[src/sv/gida_pkg.sv]
// ---------------------------------------------------------------------------
// gida_pkg
// Shared types, codes and the degree classifier of the degree group id
// allocator.
// ---------------------------------------------------------------------------
package gida_pkg;

    localparam int NUM_CLASSES = 8;
    localparam int CLASS_W     = 3;
    localparam int ID_W        = 32;
    localparam int HIST_W      = 17;
    localparam int AVG_W       = 24;
    localparam int SLOTS_W     = 16;
    localparam int VID_W       = 16;
    localparam int DEG_W       = 16;
    localparam int REQ_W       = 2;
    localparam int CFG_IDX_W   = 2;
    localparam int CFG_DATA_W  = 24;

    localparam logic [CLASS_W-1:0] CLASS_LAST = CLASS_W'(NUM_CLASSES - 1);
    localparam logic [HIST_W-1:0]  HIST_MAX   = {HIST_W{1'b1}};

    // request kinds
    localparam logic [REQ_W-1:0] REQ_TALLY  = 2'd0;
    localparam logic [REQ_W-1:0] REQ_LAYOUT = 2'd1;
    localparam logic [REQ_W-1:0] REQ_MAP    = 2'd2;

    // configuration register indexes
    localparam logic [CFG_IDX_W-1:0] CFG_AVG_DEGREE = 2'd0;
    localparam logic [CFG_IDX_W-1:0] CFG_SLOTS      = 2'd1;

    typedef struct packed {
        logic             valid;
        logic [ID_W-1:0]  id;
    } id_entry_t;

    typedef struct packed {
        logic               tally;
        logic               alloc;
        logic               layout_start;
        logic [CLASS_W-1:0] grp;
    } class_cmd_t;

    typedef struct packed {
        logic            layout_busy;
        logic [ID_W-1:0] next_id;
        logic [ID_W-1:0] end_id;
    } class_sts_t;

    // degree vs multiples of the average, both in q9; ties drop one class
    function automatic logic [CLASS_W-1:0] classify(input logic [DEG_W-1:0] deg,
                                                    input logic [AVG_W-1:0] avg);
        logic [30:0]        d9;
        logic [30:0]        a9;
        logic [CLASS_W-1:0] cls;
        d9  = {6'd0, deg, 9'd0};
        a9  = {6'd0, avg, 1'b0};
        cls = CLASS_LAST;
        if (d9 > {7'd0, avg}) begin
            cls = CLASS_W'(NUM_CLASSES - 2);
        end
        for (int k = 5; k >= 0; k--) begin
            if (d9 > (a9 << (5 - k))) begin
                cls = CLASS_W'(k);
            end
        end
        return cls;
    endfunction

endpackage

[src/sv/gida_class_file.sv]
// ---------------------------------------------------------------------------
// gida_class_file
// Per-class histogram, allocation pointer and range end, with the range
// layout sequencer that walks the classes one per cycle.
// ---------------------------------------------------------------------------
module gida_class_file (
    input  logic                                aclk,
    input  logic                                aresetn,
    input  gida_pkg::class_cmd_t                cmd,
    input  logic [gida_pkg::SLOTS_W-1:0]        slots_per_count,
    output gida_pkg::class_sts_t                sts
);
    import gida_pkg::*;

    logic [HIST_W-1:0]  hist_reg [NUM_CLASSES];
    logic [ID_W-1:0]    next_reg [NUM_CLASSES];
    logic [ID_W-1:0]    end_reg  [NUM_CLASSES];
    logic               busy_reg;
    logic [CLASS_W-1:0] idx_reg;
    logic [ID_W-1:0]    start_reg;

    logic [CLASS_W-1:0] cls_addr;
    logic [HIST_W-1:0]  hist_rd;
    logic [ID_W:0]      prod;
    logic [ID_W-1:0]    width;
    logic [ID_W-1:0]    end_next;

    // one read address: the layout walk or the requested class
    assign cls_addr = busy_reg ? idx_reg : cmd.grp;
    assign hist_rd  = hist_reg[cls_addr];
    assign prod     = (ID_W+1)'(hist_rd) * (ID_W+1)'(slots_per_count);
    assign width    = prod[ID_W-1:0];
    assign end_next = start_reg + width;

    always_ff @(posedge aclk) begin
        if (!aresetn) begin
            for (int i = 0; i < NUM_CLASSES; i++) begin
                hist_reg[i] <= '0;
                next_reg[i] <= '0;
                end_reg[i]  <= '0;
            end
            busy_reg  <= 1'b0;
            idx_reg   <= '0;
            start_reg <= '0;
        end else if (cmd.layout_start) begin
            busy_reg  <= 1'b1;
            idx_reg   <= '0;
            start_reg <= '0;
        end else if (busy_reg) begin
            next_reg[idx_reg] <= start_reg;
            hist_reg[idx_reg] <= '0;
            if (idx_reg != CLASS_LAST) begin
                end_reg[idx_reg] <= end_next;
                start_reg        <= end_next + 1'b1;
            end else begin
                end_reg[idx_reg] <= '0;
                busy_reg         <= 1'b0;
            end
            idx_reg <= CLASS_W'(idx_reg + 1'b1);
        end else begin
            if (cmd.tally && hist_rd != HIST_MAX) begin
                hist_reg[cls_addr] <= hist_rd + 1'b1;
            end
            if (cmd.alloc) begin
                next_reg[cls_addr] <= next_reg[cls_addr] + 1'b1;
            end
        end
    end

    assign sts.layout_busy = busy_reg;
    assign sts.next_id     = next_reg[cls_addr];
    assign sts.end_id      = end_reg[cls_addr];

endmodule

[config.mk]
export PLATFORM = sky130hd
export DESIGN_NAME = gida_class_file
export DESIGN_NICKNAME = d
export VERILOG_FILES = /design/src/sv/gida_pkg.sv /design/src/sv/gida_class_file.sv
export SDC_FILE = /design/constraint.sdc
export NUM_CORES = 2
export LEC_CHECK = 0
export ABC_AREA = 0
export BUFFER_PORTS_ARGS = -buffer_cell sky130_fd_sc_hd__buf_2
export CAP_MARGIN = 20
export CORE_ASPECT_RATIO = 1.75
export CORE_MARGIN = 8
export CORE_UTILIZATION = 60
export DETAILED_ROUTE_END_ITERATION = 10
export PLACE_DENSITY = 0.74
export RECOVER_POWER = 50
export SYNTH_ARGS = -nofsm -noshare
export SYNTH_HDL_FRONTEND = slang
export SYNTH_SLANG_ARGS = --single-unit
[constraint.sdc]
create_clock -name aclk -period 28.4 [get_ports aclk]
set_clock_uncertainty 0.1 [all_clocks]
set_input_delay 5.68 -clock aclk [delete_from_list [all_inputs] [get_ports aclk]]
set_output_delay 5.68 -clock aclk [all_outputs]
set_load 0.01 [all_outputs]
==> key figures <==
Final layout
  – Area grow syn2layout: 6.39%
  – Final Util: 64.2%
  – Layout Nets: 4331
  – Design area: 0.0458 mm^2
  – Layout cell share with drive strength beyond 1: 9.27%

Critical path
  – Reg2reg start: busy_reg
  – Worst Path Arrival: 11.77 ns
  – Critical path launch point type: input port
  – R2R depth: 28
  – Critical Path RT: 22.62 ns
  – Crit path to: sts[49]
  – Crit end category: output port
  – Slowest CP cell: clkbuf_1
  – Worst reg-to-reg setup slack: 16.23 ns
  – Crit path largest cell delay: 1.81 ns
  – Crit Path Class: input port to output port
  – R2R Path End: start_reg[30]
  – Critical Path Start: cmd[1]
  – Critical path peak fanout: 51
  – Worst-path cell chain: buf_2 > clkbuf_1 > clkbuf_1 > clkinv_1 > a211oi_1 > a221oi_1 > o31ai_1 > buf_2

Clocking
  – CTS Hold Bufs: 0
  – CTS buffer count: 59
  – Setup Buffers After CTS: 0
  – CTS Root Cell: clkbuf_16
  – Clock sink count: 684
  – PostCTS Resize Cnt: 0
  – Worst-path clk slew: 0.07 ns
  – Clk_lat worst skew: 0.71 ns
  – Clock Tree Buf Depth: 3
  – CTS tree: built
  – H-Tree Depth: 2

Detailed routing
  – DRT iter0 DRCs: 2985
  – First-pass detailed-route iteration total: 7
  – Vias per inst: 6.41
  – Via count: 31700
  – Routed length per instance: 25.5 um
  – DRC viols: 0
  – Final wirelength: 126000 um
  – Post-route ant nets: 0

Place
  – Place WS: 13.17 ns
  – Placed cell area: 0.0440 mm^2
  – Detailed placement HPWL: 83000 um
  – Number of port buffers: 88
  – GPL Wtd Cong: 1.00

Synth
  – Post-synth top area cell: edfxtp_1
  – Asr flop ratio synth: 0%
  – Yosys cell types: 92
  – Seq/Total Area, Yosys: 46.8%
  – Number of synthesized flops with an enable pin: 648
  – Number of synthesized register bits: 684
  – Mapped Area: 0.0431 mm^2
  – Cells after Synth: 4013
  – Synth top area cells: edfxtp_1 (45%), fa_1 (11%), nor2_1 (6.7%), mux4_2 (5.6%), nand2_1 (4.2%)
  – Top post-synthesis cells by count: nor2_1 (765), edfxtp_1 (648), nand2_1 (480)
  – Post-synth top area share: 45.2%
  – Synthesized Nets: 4378
  – Synth Area per Inst: 10.7 um^2
  – Yosys warns: 0
  – Top FF cell, synth: edfxtp_1
  – Most common cell in the synthesized netlist: nor2_1

Worst hold path
  – Hold wc startpoint: start_reg[6]
  – Tightest Hold Check Type: flip-flop to flip-flop

Run status
  – Run status: finished with violations
  – Failing checks: capacitance limit, slew limit

STA
  – Fin. max-slew vios: 1198
  – Relative slew slack: -148%
  – Worst slew pin tran: 3.72 ns
  – Final Cycle Share: 61.8%
  – Final Hold Fails: 0
  – Final setup TNS: 0 ns
  – Minimum clock period: 17.55 ns
  – Setup ws final: 10.85 ns
  – RSZ-0062 raised after global routing: no
  – Max Fclk: 57.0 MHz
  – Final Setup Violations: 0

Die
  – Core Box Area: 0.0714 mm^2
  – DIE HEIGHT: 370 um
  – Die area: 0.0810 mm^2
  – Die Wd: 219 um
  – Initial Util: 60.3%
  – I/O Pins: 89
  – Num rows: 130

Global routing
  – Largest net degree at the start of global routing: 83
  – Total GRT Usage: 31.0%
  – Global-route wire length before repair: 189000 um
  – Initial antenna violation count: 3
  – Vias in the first global route: 32600
  – Total grt overflow: 0

Flow run
  – Number of max-cap violations: 36
==> cell usage in the layout, fill, tap and decap left out, types with 87 or more instances in the layout <==
cell,n
buf_2,87
fa_1,238
edfxtp_1,648
mux4_2,108
nor2_1,764
a21oi_1,107
inv_1,373
and2_1,91
nand2_1,480
ha_1,103
==> worst min-delay path by stage <==
stage	endpoint	cells after the start	slack, ns
2_1_floorplan	start_reg[13]	2	0.35
3_3_place_gp	start_reg[16]	2	0.38
3_5_place_dp	start_reg[4]	2	0.39
4_1_cts	start_reg[4]	2	0.40
5_1_grt	start_reg[9]	2	0.42
6_report	start_reg[6]	2	0.40
==> worst max-delay path, delay by kind of cell <==
| kind | cells | cell delay (ns) |
|---|---|---|
| buf+inv | 5 | 4.60 |
| compound gates | 3 | 1.48 |
==> layout make-up <==
class	instances	area [um^2]
Sequential cell	684	20200
Clock inverter	40	499
Timing Repair Buffer	146	786
Antenna cell	2	5.00
Fill cell	5586	25600
Inverter	376	1410
Multi-Input combinational cell	2699	20300
Tap cell	924	1160
Clock buffer	69	1510
==> layer usage <==
| layer | vias up | track usage (%) | part of all wire, % |
|---|---|---|---|
| li1 | 13600 | - | - |
| met1 | 15900 | 33.7 | 33 |
| met2 | 1657 | 54.6 | 52 |
| met3 | 516 | 5.03 | 7.8 |
| met4 | 0 | 21.5 | 7.6 |
| met5 | - | 0 | 0 |
==> logic make-up after synthesis <==
family	after synthesis	share of synthesized area (%)
compound gates	531	8.57
simple gates	1588	15.9
mux	161	6.94
fa+ha+maj	341	14.1
flops	684	46.8
xor+xnor	78	1.59
buf+inv	630	6.10
==> through the flow <==
step | hold slack (ns) | std cells
floorplan | 0.345 | 4013
global placement | 0.384 | 4825
detailed placement | 0.393 | 4826
CTS | 0.400 | 4935
global route | 0.421 | 4938
finish | 0.402 | 4940
Power is not shown: default switching activity piles up to over one toggle a cycle in this logic, so the estimate is an artifact.
